$ cat src/rtl/cti_ram.sv
`default_nettype none
module cti_ram #(
  parameter int WIDTH = 32,
  parameter int DEPTH = 16,
  localparam int AW = $clog2(DEPTH)
) (
  input  wire logic             clk,
  input  wire logic             we,
  input  wire logic [AW-1:0]    waddr,
  input  wire logic [WIDTH-1:0] wdata,
  input  wire logic [AW-1:0]    raddr,
  output logic      [WIDTH-1:0] rdata
);

  logic [WIDTH-1:0] mem [DEPTH];

  always_ff @(posedge clk) begin
    if (we) begin
      mem[waddr] <= wdata;
    end
    rdata <= mem[raddr];
  end

endmodule
`default_nettype wire

$ cat config.mk
export PLATFORM = sky130hd
export DESIGN_NAME = cti_ram
export DESIGN_NICKNAME = d
export VERILOG_FILES = /design/src/rtl/cti_ram.sv
export SDC_FILE = /design/constraint.sdc
export NUM_CORES = 1
export LEC_CHECK = 0
export ABC_AREA = 1
export ABC_CLOCK_PERIOD_IN_PS = 3620
export BUFFER_PORTS_ARGS = -buffer_cell sky130_fd_sc_hd__buf_2
export CORE_ASPECT_RATIO = 0.6
export CORE_UTILIZATION = 35
export CTS_CLUSTER_DIAMETER = 50
export DETAILED_ROUTE_END_ITERATION = 16
export PLACE_DENSITY_LB_ADDON = 0.25
export SLEW_MARGIN = 25
export SYNTH_ARGS = -nofsm -noshare
export SYNTH_HDL_FRONTEND = slang
export SYNTH_SLANG_ARGS = --single-unit
$ cat constraint.sdc
create_clock -name clk -period 3.62 [get_ports clk]
set_input_delay 0.181 -clock clk [delete_from_list [all_inputs] [get_ports clk]]
set_output_delay 0.181 -clock clk [all_outputs]
set_load 0.1 [all_outputs]
Word-level counts from Yosys, hierarchy flattened

Memory sizes are Yosys's and may differ from the RTL's. A register that Yosys moved wholly into a read port is not among the register bits.
Cells that the tools add are included.

Register bits after elaboration: 0
Bits in writable memories: 512
Input bits: 42
Output and inout bits: 32
Logic and storage cells: 3
Memories kept: 1

Memory list:

| name | words | width | rd ports | clocked after memory_dff | write ports | line | RTL |
|---|---|---|---|---|---|---|---|
| mem  | 16    | 32    | 1        | 1                        | 1           | 15   | `logic [WIDTH-1:0] mem [DEPTH];` |

Multiplexer cells: 2

Operator list:

| operator          | count |
|---|---|
| 1-bit two-way mux | 2 |

Logic depth before layout (Yosys ltp)

Word-level depth: 2
Gate-level depth with buffers: 10
Gate-level depth less buffers: 7

Worst setup path after synthesis

OpenSTA, ideal clock, no wires.

Path kind: input to register
Start: input waddr[2]
End: memory mem[10][0] (enable)
Setup time: 0.421 ns
Arrival: 1.753 ns
Required time: 3.199 ns
Setup slack: 1.446 ns
Stages on the path: 2
Buffers on the path: 0
Cells stage by stage: nand3b_1 nor2_1

RTL lines:

| item               | line | RTL |
|---|---|---|
| start: declaration | 9    | `input wire logic [AW-1:0] waddr,` |
| end: declaration   | 15   |  |

Straight into the memory's write port.

Worst setup path after layout

Start: register rdata[29] (read register of mem)
End: output rdata[29]

RTL lines:

| item               | line | RTL |
|---|---|---|
| start: declaration | 12   | `output logic [WIDTH-1:0] rdata` |

No word-level cell between the ends.

==> impl_results.md <==
- Final nets: 2223
- Clk root buf: clkbuf_16
- Initial core utilization: 0.358
- Multi-input gate area: 0.00467 mm²
- Wirelength per Cell: 19.4 µm
- Final hold vios: 0
- Vias: 14.6k
- Row count: 71
- CTS tree: done
- Seq/Total Area, Yosys: 0.705
- GR Overflow Total: 0
- Reg clk slew, reported paths: 0.07 ns
- First-pass GRT wire length: 89800 µm
- Share of cells above drive strength 1: 0.0914
- Crit path max-delay family: flip-flops
- Leading area contributor after synthesis: edfxtp_1
- Post-Synth Simple-Gate Area: 0.200
- Critical Path End Type: primary output
- Antenna violations before repair: 2
- CTS Buffer Depth: 3
- Critical path startpoint category: flip-flop
- Arrival time at the worst endpoint: 1.62 ns
- Slowest library cell on the worst path: dfxtp_1
- Fill cells: 6112
- Cts repair resizes: 0
- Clock Skews: 0.0318 ns
- Setup violations, final: 0
- Number of global-route vias before repair: 14.2k
- Max-Cap Viols: 0
- Post-Synth XOR/XNOR Area: 0
- Total track usage: 0.183
- Starting DRC count in detailed routing: 1195
- Max-slew violation count: 0
- Hold_sp: wdata[23]
- Total wire length: 59500 µm
- Die area: 0.0660 mm²
- Compound-gate portion of the synthesized area: 0
- Top cells by area, synth: edfxtp_1 68%, nand2_1 11%, nand3_1 8.5%
- Min Tclk post-route: 1.81 ns
- TritonCTS Sinks: 544
- Syn Area/Cell: 10.7 µm²
- Post-synth EDFFs: 512
- Synth cell count leaders: 677 x nand2_1, 512 x edfxtp_1, 388 x inv_1
- Num CTS Buffers: 49
- Synth Warn #: 0
- Worst Reg-to-Reg Cells: 6
- Power Dens Cells: 525 mW/mm²
- Slew headroom: 0.333
- CP Cell Sequence: buf_2
- TNS Setup: 0 ns
- Outcome: completed
- Gpl congestion: 0.785
- Mapped Area: 0.0227 mm²
- Reg2reg setup slack: 2.40 ns
- Post-synthesis async set-or-reset flop share: 0
- Storage cell area: 0.0160 mm²
- Synth cell types: 15
- Post-DP HPWL: 33500 µm
- CORE AREA: 0.0634 mm²
- H-tree Lvls: 2
- PortBufs: 73
- CP bufs+invs: 1
- Power, Total: 13.6 mW
- RSZ-0062 raised after global routing: false
- Worst slack, placed: 1.33 ns
- Worst r2r src: mem[5][31]$_DFFE_PP_
- Critical path class: flip-flop to primary output
- Die width: 331 µm
- Final ANT Viol Nets: 0
- Largest net degree at the start of global routing: 151
- Post-synth net total: 2162
- Hold_ws: 0.0169 ns
- Syn Inst Count: 2120
- Worst slew pin tran: 1.00 ns
- Vias per cell: 4.76
- Ys flop type: edfxtp_1
- CP peak stage delay: 0.53 ns
- Area Growth Syn to Fin: 13.7%
- Combinational family with the most area after synthesis: simple AND/OR/NAND/NOR gates
- Post-layout worst setup margin: 1.81 ns
- Initial DRT Pass Iterations: 5
- Post-CTS setup buffer count: 0
- WHS Path Cells: 1
- I/O pins: 74
- Synth top area share: 0.676
- Crit share post-route: 0.499
- Fin util: 0.407
- Post-synthesis adder-cell area fraction: 0
- Worst Hold End: mem[13][23]$_DFFE_PP_
- Worst Path Required: 3.44 ns
- Clock network latency to the later pin of the worst-skew pair: 0.59 ns
- DRC: 0
- Most frequent cell after synthesis: nand2_1
- Multiplexer area fraction after synthesis: 0
- Max IR drop VDD: 0.421 mV
- Hold buffer count at cts: 9
- Crit-path max FO: 2
- Die height: 199 µm
- Yosys reg bits: 544
- Hold Path Class: input port to flip-flop
- Pleak: 10.9 nW
- FF-to-FF End: rdata[31]$_DFF_P_
- Max Freq: 554 MHz
==> layer usage <==
layer | GRT usage | up-vias | wire length, µm
met5 | 0 | - | 20
met4 | 0.0409 | 4 | 1160
met3 | 0.0293 | 76 | 3530
met2 | 0.285 | 403 | 26800
met1 | 0.267 | 7125 | 28000
li1 | - | 6957 | -
==> through the flow <==
step           instances  instance area [µm²]
6_report            3061                25800
5_1_grt             3060                25800
4_1_cts             3059                25800
3_5_place_dp        2959                24100
3_3_place_gp        2948                23800
2_1_floorplan       2120                22700
==> sequential cells by signal, summed over array words and instances, names as in the netlist <==
register and cells:
mem 512, rdata 32
==> cell families after synthesis <==
group         count (synthesis)
simple gates               1081
buf+inv                     495
flops                       544
==> cell type report <==
cell class	count	area share
Inverter	390	0.0571
Antenna cell	1	0.0000968
Multi-Input combinational cell	1081	0.181
Clock inverter	15	0.00571
Sequential cell	544	0.620
Timing Repair Buffer	115	0.0384
Tap cell	839	0.0406
Clock buffer	76	0.0576
==> placed cells by master (no fill, tap or decap), types with 12 or more instances in the layout <==
| master | count |
|---|---|
| clkbuf_1 | 12 |
| nor2_4 | 16 |
| buf_2 | 71 |
| inv_1 | 386 |
| nand3_1 | 385 |
| clkbuf_8 | 15 |
| edfxtp_1 | 512 |
| clkbuf_16 | 50 |
| buf_4 | 16 |
| nand2_1 | 677 |
| dfxtp_1 | 32 |
==> worst max-delay path by stage <==
stage / endpoint / startpoint / slack, ns / depth (start not counted)
finish: rdata[29] / rdata[29]$_DFF_P_ / 1.81 / 1
global route: rdata[29] / rdata[29]$_DFF_P_ / 1.78 / 1
CTS: rdata[29] / rdata[29]$_DFF_P_ / 1.76 / 1
global placement: rdata[17]$_DFF_P_ / raddr[1] / 1.32 / 8
detailed placement: rdata[17]$_DFF_P_ / raddr[1] / 1.33 / 8
floorplan: mem[10][0]$_DFFE_PP_ / waddr[2] / 1.45 / 2
==> report_power, final <==
group          switching (mW)  leakage, nW  internal (mW)
logic                   0.915         5.15          0.238
clock network            2.34        0.804           2.98
registers              0.0561         4.90           7.04
Power figures use the tool's default switching activity.
