**config.mk**
```make
export PLATFORM = sky130hd
export DESIGN_NAME = cti_useq
export DESIGN_NICKNAME = d
export VERILOG_FILES = /design/src/rtl/cti_pkg.sv /design/src/rtl/cti_useq.sv
export SDC_FILE = /design/constraint.sdc
export NUM_CORES = 1
export LEC_CHECK = 0
export BUFFER_PORTS_ARGS = -buffer_cell sky130_fd_sc_hd__buf_2
export CORE_ASPECT_RATIO = 1.4
export CORE_MARGIN = 4
export CORE_UTILIZATION = 45
export DETAILED_ROUTE_END_ITERATION = 12
export GPL_ROUTABILITY_DRIVEN = 0
export PLACE_DENSITY_LB_ADDON = 0.15
export SYNTH_ARGS = -nofsm -noshare
export SYNTH_HDL_FRONTEND = slang
export SYNTH_SLANG_ARGS = --single-unit
```
**constraint.sdc**
```tcl
create_clock -name clk -period 3.17 [get_ports clk]
set_clock_uncertainty 0.2 [all_clocks]
set_input_delay 0.1585 -clock clk [delete_from_list [all_inputs] [get_ports clk]]
set_output_delay 0.1585 -clock clk [all_outputs]
set_load 0.02 [all_outputs]
```
**src/rtl/cti_pkg.sv**
```systemverilog
`default_nettype none
package cti_pkg;

  localparam int DEFAULT_TABLE_DEPTH = 4096;
  localparam int TABLE_COUNT_W = 13;
  localparam int TEMP_W = 32;
  localparam int RATE_W = 32;
  localparam int FRAC_W = 16;
  localparam int INDEX_W = 12;
  localparam int STATUS_W = 3;
  localparam int CFG_IDX_W = 2;
  localparam int CFG_DATA_W = 32;

  localparam logic [TABLE_COUNT_W-1:0] RST_TABLE_COUNT = '0;
  localparam logic [TEMP_W-1:0] RST_MIN_TEMP = 32'd20000;
  localparam logic [FRAC_W-1:0] RST_METAL_FRACTION = 16'd655;

  localparam logic [CFG_IDX_W-1:0] CFG_TABLE_COUNT = 2'd0;
  localparam logic [CFG_IDX_W-1:0] CFG_MIN_TEMP = 2'd1;
  localparam logic [CFG_IDX_W-1:0] CFG_METAL_FRACTION = 2'd2;

  localparam logic KIND_LOAD = 1'b0;
  localparam logic KIND_QUERY = 1'b1;

  localparam logic [STATUS_W-1:0] STATUS_INTERP = 3'd0;
  localparam logic [STATUS_W-1:0] STATUS_BELOW = 3'd1;
  localparam logic [STATUS_W-1:0] STATUS_CLAMP_LO = 3'd2;
  localparam logic [STATUS_W-1:0] STATUS_CLAMP_HI = 3'd3;
  localparam logic [STATUS_W-1:0] STATUS_EMPTY = 3'd4;

  typedef struct packed {
    logic [TEMP_W-1:0] temp;
    logic [RATE_W-1:0] base;
    logic [RATE_W-1:0] coef;
  } entry_t;

  localparam int ENTRY_W = $bits(entry_t);

  typedef enum logic [4:0] {
    OP_NOP,
    OP_INIT,
    OP_RDLO,
    OP_CAPLO,
    OP_CAPHI,
    OP_RATEHI,
    OP_SRD,
    OP_SCMP,
    OP_MULA,
    OP_MULB,
    OP_ACCB,
    OP_DIVINIT,
    OP_DIVSTEP,
    OP_RESQ,
    OP_CLAMPLO,
    OP_CLAMPHI,
    OP_LORATE,
    OP_SATMAX,
    OP_EMIT
  } op_t;

  typedef enum logic [3:0] {
    C_NEXT,
    C_ALWAYS,
    C_NOSTART,
    C_EARLY,
    C_LT_LO,
    C_GT_HI,
    C_ONE,
    C_ADJ,
    C_DZERO,
    C_OVF,
    C_DIVRUN,
    C_OUTBUSY
  } cond_t;

  localparam int PC_W = 5;

  localparam logic [PC_W-1:0] PC_IDLE = 5'd0;
  localparam logic [PC_W-1:0] PC_INIT = 5'd1;
  localparam logic [PC_W-1:0] PC_RD0 = 5'd2;
  localparam logic [PC_W-1:0] PC_CAP0L = 5'd3;
  localparam logic [PC_W-1:0] PC_CAP0H = 5'd4;
  localparam logic [PC_W-1:0] PC_RATE0 = 5'd5;
  localparam logic [PC_W-1:0] PC_TSTHI = 5'd6;
  localparam logic [PC_W-1:0] PC_TSTONE = 5'd7;
  localparam logic [PC_W-1:0] PC_SRD = 5'd8;
  localparam logic [PC_W-1:0] PC_SCMP = 5'd9;
  localparam logic [PC_W-1:0] PC_RDB = 5'd10;
  localparam logic [PC_W-1:0] PC_CAPBL = 5'd11;
  localparam logic [PC_W-1:0] PC_CAPBH = 5'd12;
  localparam logic [PC_W-1:0] PC_RATEB = 5'd13;
  localparam logic [PC_W-1:0] PC_MULA = 5'd14;
  localparam logic [PC_W-1:0] PC_MULB = 5'd15;
  localparam logic [PC_W-1:0] PC_ACCB = 5'd16;
  localparam logic [PC_W-1:0] PC_DIVINIT = 5'd17;
  localparam logic [PC_W-1:0] PC_DIV = 5'd18;
  localparam logic [PC_W-1:0] PC_RESQ = 5'd19;
  localparam logic [PC_W-1:0] PC_CLAMPLO = 5'd20;
  localparam logic [PC_W-1:0] PC_CLAMPHI = 5'd21;
  localparam logic [PC_W-1:0] PC_LORATE = 5'd22;
  localparam logic [PC_W-1:0] PC_SATMAX = 5'd23;
  localparam logic [PC_W-1:0] PC_EMIT = 5'd24;
  localparam logic [PC_W-1:0] PC_LAST = PC_EMIT;

  typedef struct packed {
    op_t op;
    cond_t cond;
    logic [PC_W-1:0] target;
  } ctrl_t;

  typedef struct packed {
    logic start;
    logic early;
    logic lt_lo;
    logic gt_hi;
    logic one;
    logic adj;
    logic dzero;
    logic ovf;
    logic divrun;
    logic outbusy;
  } flags_t;

  function automatic logic [RATE_W-1:0] sat33(logic [RATE_W:0] v);
    return v[RATE_W] ? '1 : v[RATE_W-1:0];
  endfunction

  // control store; falling past the last step returns to idle
  function automatic ctrl_t ucode(logic [PC_W-1:0] pc);
    ctrl_t c;
    case (pc)
      PC_IDLE:    c = '{op: OP_NOP,     cond: C_NOSTART, target: PC_IDLE};
      PC_INIT:    c = '{op: OP_INIT,    cond: C_EARLY,   target: PC_EMIT};
      PC_RD0:     c = '{op: OP_RDLO,    cond: C_NEXT,    target: PC_IDLE};
      PC_CAP0L:   c = '{op: OP_CAPLO,   cond: C_NEXT,    target: PC_IDLE};
      PC_CAP0H:   c = '{op: OP_CAPHI,   cond: C_NEXT,    target: PC_IDLE};
      PC_RATE0:   c = '{op: OP_RATEHI,  cond: C_LT_LO,   target: PC_CLAMPLO};
      PC_TSTHI:   c = '{op: OP_NOP,     cond: C_GT_HI,   target: PC_CLAMPHI};
      PC_TSTONE:  c = '{op: OP_NOP,     cond: C_ONE,     target: PC_LORATE};
      PC_SRD:     c = '{op: OP_SRD,     cond: C_ADJ,     target: PC_RDB};
      PC_SCMP:    c = '{op: OP_SCMP,    cond: C_ALWAYS,  target: PC_SRD};
      PC_RDB:     c = '{op: OP_RDLO,    cond: C_NEXT,    target: PC_IDLE};
      PC_CAPBL:   c = '{op: OP_CAPLO,   cond: C_NEXT,    target: PC_IDLE};
      PC_CAPBH:   c = '{op: OP_CAPHI,   cond: C_NEXT,    target: PC_IDLE};
      PC_RATEB:   c = '{op: OP_RATEHI,  cond: C_NEXT,    target: PC_IDLE};
      PC_MULA:    c = '{op: OP_MULA,    cond: C_DZERO,   target: PC_LORATE};
      PC_MULB:    c = '{op: OP_MULB,    cond: C_NEXT,    target: PC_IDLE};
      PC_ACCB:    c = '{op: OP_ACCB,    cond: C_NEXT,    target: PC_IDLE};
      PC_DIVINIT: c = '{op: OP_DIVINIT, cond: C_OVF,     target: PC_SATMAX};
      PC_DIV:     c = '{op: OP_DIVSTEP, cond: C_DIVRUN,  target: PC_DIV};
      PC_RESQ:    c = '{op: OP_RESQ,    cond: C_ALWAYS,  target: PC_EMIT};
      PC_CLAMPLO: c = '{op: OP_CLAMPLO, cond: C_ALWAYS,  target: PC_EMIT};
      PC_CLAMPHI: c = '{op: OP_CLAMPHI, cond: C_ALWAYS,  target: PC_EMIT};
      PC_LORATE:  c = '{op: OP_LORATE,  cond: C_ALWAYS,  target: PC_EMIT};
      PC_SATMAX:  c = '{op: OP_SATMAX,  cond: C_NEXT,    target: PC_IDLE};
      PC_EMIT:    c = '{op: OP_EMIT,    cond: C_OUTBUSY, target: PC_EMIT};
      default:    c = '{op: OP_NOP,     cond: C_ALWAYS,  target: PC_IDLE};
    endcase
    return c;
  endfunction

endpackage
`default_nettype wire

```
**src/rtl/cti_useq.sv**
```systemverilog
`default_nettype none
module cti_useq (
  input  wire logic            clk,
  input  wire logic            rst,
  input  wire cti_pkg::flags_t flags,
  output cti_pkg::ctrl_t       ctrl,
  output logic                 idle
);

  import cti_pkg::*;

  logic [PC_W-1:0] pc;
  logic [PC_W-1:0] pc_next;
  logic taken;

  assign ctrl = ucode(pc);
  assign idle = (pc == PC_IDLE);

  always_comb begin
    case (ctrl.cond)
      C_NEXT:    taken = 1'b0;
      C_ALWAYS:  taken = 1'b1;
      C_NOSTART: taken = !flags.start;
      C_EARLY:   taken = flags.early;
      C_LT_LO:   taken = flags.lt_lo;
      C_GT_HI:   taken = flags.gt_hi;
      C_ONE:     taken = flags.one;
      C_ADJ:     taken = flags.adj;
      C_DZERO:   taken = flags.dzero;
      C_OVF:     taken = flags.ovf;
      C_DIVRUN:  taken = flags.divrun;
      C_OUTBUSY: taken = flags.outbusy;
      default:   taken = 1'b1;
    endcase
  end

  always_comb begin
    if (taken) begin
      pc_next = ctrl.target;
    end else if (pc == PC_LAST) begin
      pc_next = PC_IDLE;
    end else begin
      pc_next = pc + PC_W'(1);
    end
  end

  always_ff @(posedge clk) begin
    if (rst) begin
      pc <= PC_IDLE;
    end else begin
      pc <= pc_next;
    end
  end

endmodule
`default_nettype wire

```
# Yosys cells after proc, flatten, opt, wreduce, memory -nomap -nowiden
# Memories as Yosys holds them, arrays and structs flattened. A register that Yosys moved wholly into a read port is not among the register bits.
# Index checks and enable logic that the tools add are counted.
# word_totals
n_memories	1
romBits	448
out_inout_bits	15
latchBits	0
input_bits	12
ff_bits	5
ramBits	0
word_cells	21
# op_classes
n_mul	0
eq_ne	11
div	0
mux	4
n_reduce_logical	3
shifts	0
n_lt_le_gt_ge	0
n_addsub	1
bitwise_logic	0
# mem_list
name	words	word_bits	read_ports	rd_ports_with_merged_regs	write_ports	line_no	text
(name not given)	32	14	1	1	0	cti_pkg.sv:131	case (pc)
# ops
op	count
== test 4 x 3 -> 1 bit (second input constant)	4
== test 4 bit (second input constant)	4
two-way mux 5 bit	3
one-hot mux 1 bit (11 select lines)	1
== test 4 x 2 -> 1 bit (second input constant)	2
adder 5 x 1 -> 5 bit (second input constant)	1
== test 5 bit (second input constant)	1
zero test 5 bit	1
zero test 4 bit	1
zero test 1 bit	1

# Longest topological paths before layout
# logic_depth
ltp_word	4
depth_mapped	13
depth_no_buf	12

# Worst setup path after synthesis
# Ideal clock, no wire load.
# synth_path
path_kind	flip-flop to flip-flop
startpoint	register, netlist name ctrl[5]
endpoint	register, netlist name ctrl[8]
path_slack_ns	-0.246
setup_time_ns	0.116
arrival_time_ns	3.099
path_stages_with_launch	13
path_buffers	2
period_less_slack_ns	3.416
cell_sequence	dfxtp_1 > buf_6 > mux2_4 > o22ai_2 > a211o_4 > buf_6 > mux2i_1 > nor2_1 > inv_1 > ha_1 > a2111oi_0 > a2111oi_1 > a41o_1
# synth_via
elab_chain_cells	4
# synth_lines
element	line_no	text
== test 4 bit, or another cell as far along	cti_useq.sv:20	case (ctrl.cond)
one-hot mux 1 bit (11 select lines) *	cti_useq.sv:20	
two-way mux 5 bit *	cti_useq.sv:38	if (taken) begin
two-way mux 5 bit (no line) *	n/a	
# Mark *: on every way between the ends. The rest lies on a longest branch, timed or not.
# A chain may end at the register's enable or synchronous reset.

# Final worst setup path
# layout_path
startpoint	register, netlist name ctrl[5]
endpoint	register, netlist name ctrl[5]
# layout_via
elab_chain_cells	4
# layout_lines
element	line_no
== test 4 bit, or another cell as far along	cti_useq.sv:20
one-hot mux 1 bit (11 select lines) *	cti_useq.sv:20
two-way mux 5 bit *	cti_useq.sv:38
two-way mux 5 bit (no line) *	n/a
# Marks and branches as above.

==> results.yml <==
place:
  io_buffer_count: 26
  placed_cell_area_um2: 1700
  dpl_worst_slack_ns: 0.0671
  hpwl_um: 3190
global_route:
  busiest_layer: "met2"
  grtUsageMet1_pct: 24.0
  gr-total-overflow: 0
  use_met2_pct: 34.7
  grt_max_degree: 17
  grt_pass1_wl_um: 6860
  grt_util_met3_pct: 1.02
  grt_pass1_vias: 1421
  gr-usage-all-layers_pct: 19.9
  antenna_found_initial: 0
floorplan:
  die_h_um: 76
  io_pins: 27
  core_um2: 3150
  placementRows: 24
  die-area_um2: 4300
  die_w_um: 56.6
  start_util_pct: 47.1
route:
  wl_per_cell_um: 17.0
  ant_nets: 0
  drc: 0
  first_iter_violations: 51
  dr.pass1.iters: 4
  vias: 1397
  wirelength_um: 4010
  post_drt_via_cell_ratio: 5.94
synthesis:
  yosysMostFrequentCell: "dfxtp_1"
  yosysTopAreaCellShare_pct: 25.6
  synth_area_leaders: "dfxtp_1 26%, ha_1 11%, mux2i_1 6.7%, nand3_1 3.0%, a2111oi_2 3.0%"
  async_reset_ff_share_pct: 0
  synth_cell_types: 51
  synthTopCellsByCount: "19 x dfxtp_1, 13 x ha_1, 11 x nand2_1, 11 x nor2_1"
  synth_area_um2: 1490
  synth_top_area_cell: "dfxtp_1"
  synth-seq-cells: 19
  ys.warnings.count: 0
  synth_fp_nets: 190
  synthCells: 165
  synth.yosys.seq_area_share_pct: 25.6
  synth-edff-count: 0
  syn_area_per_cell_um2: 9.01
  ys.flop_type: "dfxtp_1"
worst_setup_path:
  cp_common_cell: "inv_1"
  critPathLaunch: "ctrl[5]"
  crit_chain: "mux2_2 > o22ai_4 > a211o_4 > mux2i_4 > nor2_4 > inv_1 > ha_1 > inv_1 > a211oi_1 > buf_4 > a2111oi_4 > nor3_1"
  crit_type: "reg -> reg"
  r2r-start: "ctrl[5]"
  cp.arrival_ns: 2.92
  end_kind: "flop"
  cp.required_ns: 3.13
  cp_max_fo: 7
  start_kind: "flop"
  slowest_delay_ns: 0.43
  slowest_stage: "dfxtp_2"
worst_hold_path:
  min-delay-start: "rst"
  hold_path.class: "in -> reg"
final_layout:
  nFillCells: 306
  nNetsFinal: 222
  seqCellArea_um2: 383
  multi_input_area_um2: 1060
  area.growth.synth_to_final_pct: 19.7
  drive_above_1_share_pct: 31.6
  final_area_um2: 1780
  diodes: 0
run_status:
  status: "complete, no violations"
timing:
  fin_ws_ns: 0.209
  finalSetupTns_ns: 0
  rsz0062_at_grt: "no"
  hold_viol_final: 0
  fin_hold_ws_ns: 0.101
  tightestPinTransition_ns: 0.626
  relSlewSlack_pct: 58.2
  finalCritPeriodShare_pct: 93.4
  min_period_ns: 2.96
  setup_viol: 0
  fmax_mhz: 338
  maxSlewViolCount: 0
clocking:
  cts_tree: "done"
  max-clock-path-buffers: 2
  htreeDepth: 1
  cts.sinks: 19
  cts_root_buf: "clkbuf_8"
  clkLatencyLatePin_ns: 0.26
  cts_hold_buf: 0
  cts.clk_slew.worst_paths_ns: 0.07
  cts_buffers: 3
power_and_ir_drop:
  pwr-share-seq_pct: 22.7
  ir_worst_vdd_uv: 574
  power.internal_uw: 919
  power_density_nw_per_um2: 989
  clock_power_share_pct: 9.7
  p_comb_share_pct: 67.6
  swShare_pct: 47.8
  total_power_mw: 1.76
  p_leak_nw: 0.758
  p_sw_uw: 840
job:
  drv_cap: 0
[metrics by stage]
step                utilization (%)  cells
floorplan                         -    165
global placement               54.0    231
detailed placement             54.0    231
CTS                            55.5    235
global route                   56.4    235
finish                         56.4    235
[power by group through the flow]
stage,clock network [mW],logic [mW],registers (mW)
floorplan,0,0.821,0.438
global placement,0,1.13,0.398
detailed placement,0,1.14,0.403
CTS,0.173,1.14,0.397
global route,0.182,1.28,0.417
finish,0.171,1.19,0.400
[path summary, 6_finish.rpt]
path,to,slack (ns),depth (start not counted)
max,ctrl[5],0.21,12
min,pc[0],0.10,2
max reg2reg,ctrl[5],0.21,12
min reg2reg,pc[2],0.49,3
[cell usage in the layout, fill, tap and decap left out, drive strengths merged, types with 2 or more instances in the layout]
cell type,count
a2111oi,9
a211o,2
a211oi,2
a21o,2
a21oi,4
a22oi,2
a31oi,2
a32oi,2
and2,2
and3b,2
buf,35
clkbuf,3
dfxtp,19
ha,13
inv,12
mux2,4
mux2i,10
nand2,11
nand3,9
nand3b,3
nor2,11
nor2b,3
nor3,5
nor3b,3
o21ai,4
o22ai,3
o32ai,3
[metal layers]
layer,routed length (µm),part of all wire [%]
met1,1510,38
met3,201,5.0
met4,145,3.6
met5,0,0
met2,2150,54
[flip-flops by register name, summed over array words and instances (netlist names)]
register and count:
ctrl 14, pc 5
[cell families after synthesis]
kind of cell,share of synthesized area [%]
muxes,10.0
and+or+nand+nor,19.5
xor gates and xnor gates,0.589
buffers and inverters,7.24
adders and majority gates,10.9
DFF,25.6
AOI/OAI and AO/OA,26.1
[critical path, delay by kind of cell, from the launching register on]
kind	cells	cell delay (ns)
buffers and inverters	3	0.43
and+or+nand+nor	2	0.31
adders and majority gates	1	0.19
DFF	1	0.43
AOI/OAI and AO/OA	4	0.66
muxes	2	0.64
[what timing repair did]
action | in CTS | in global routing
gates resized for setup | 0 | 8
setup buffers | 0 | 0
setup endpoints to repair | 0 | 9
[final cells by class]
cell class,count,share of cell area (%)
tap,39,2.74
multi-input combinational,126,59.5
timing repair buffer,35,11.1
clock buffer,3,2.32
inverter,12,2.53
sequential,19,21.5
clock inverter,1,0.281
Note: power is estimated with default switching activity, not from simulation.
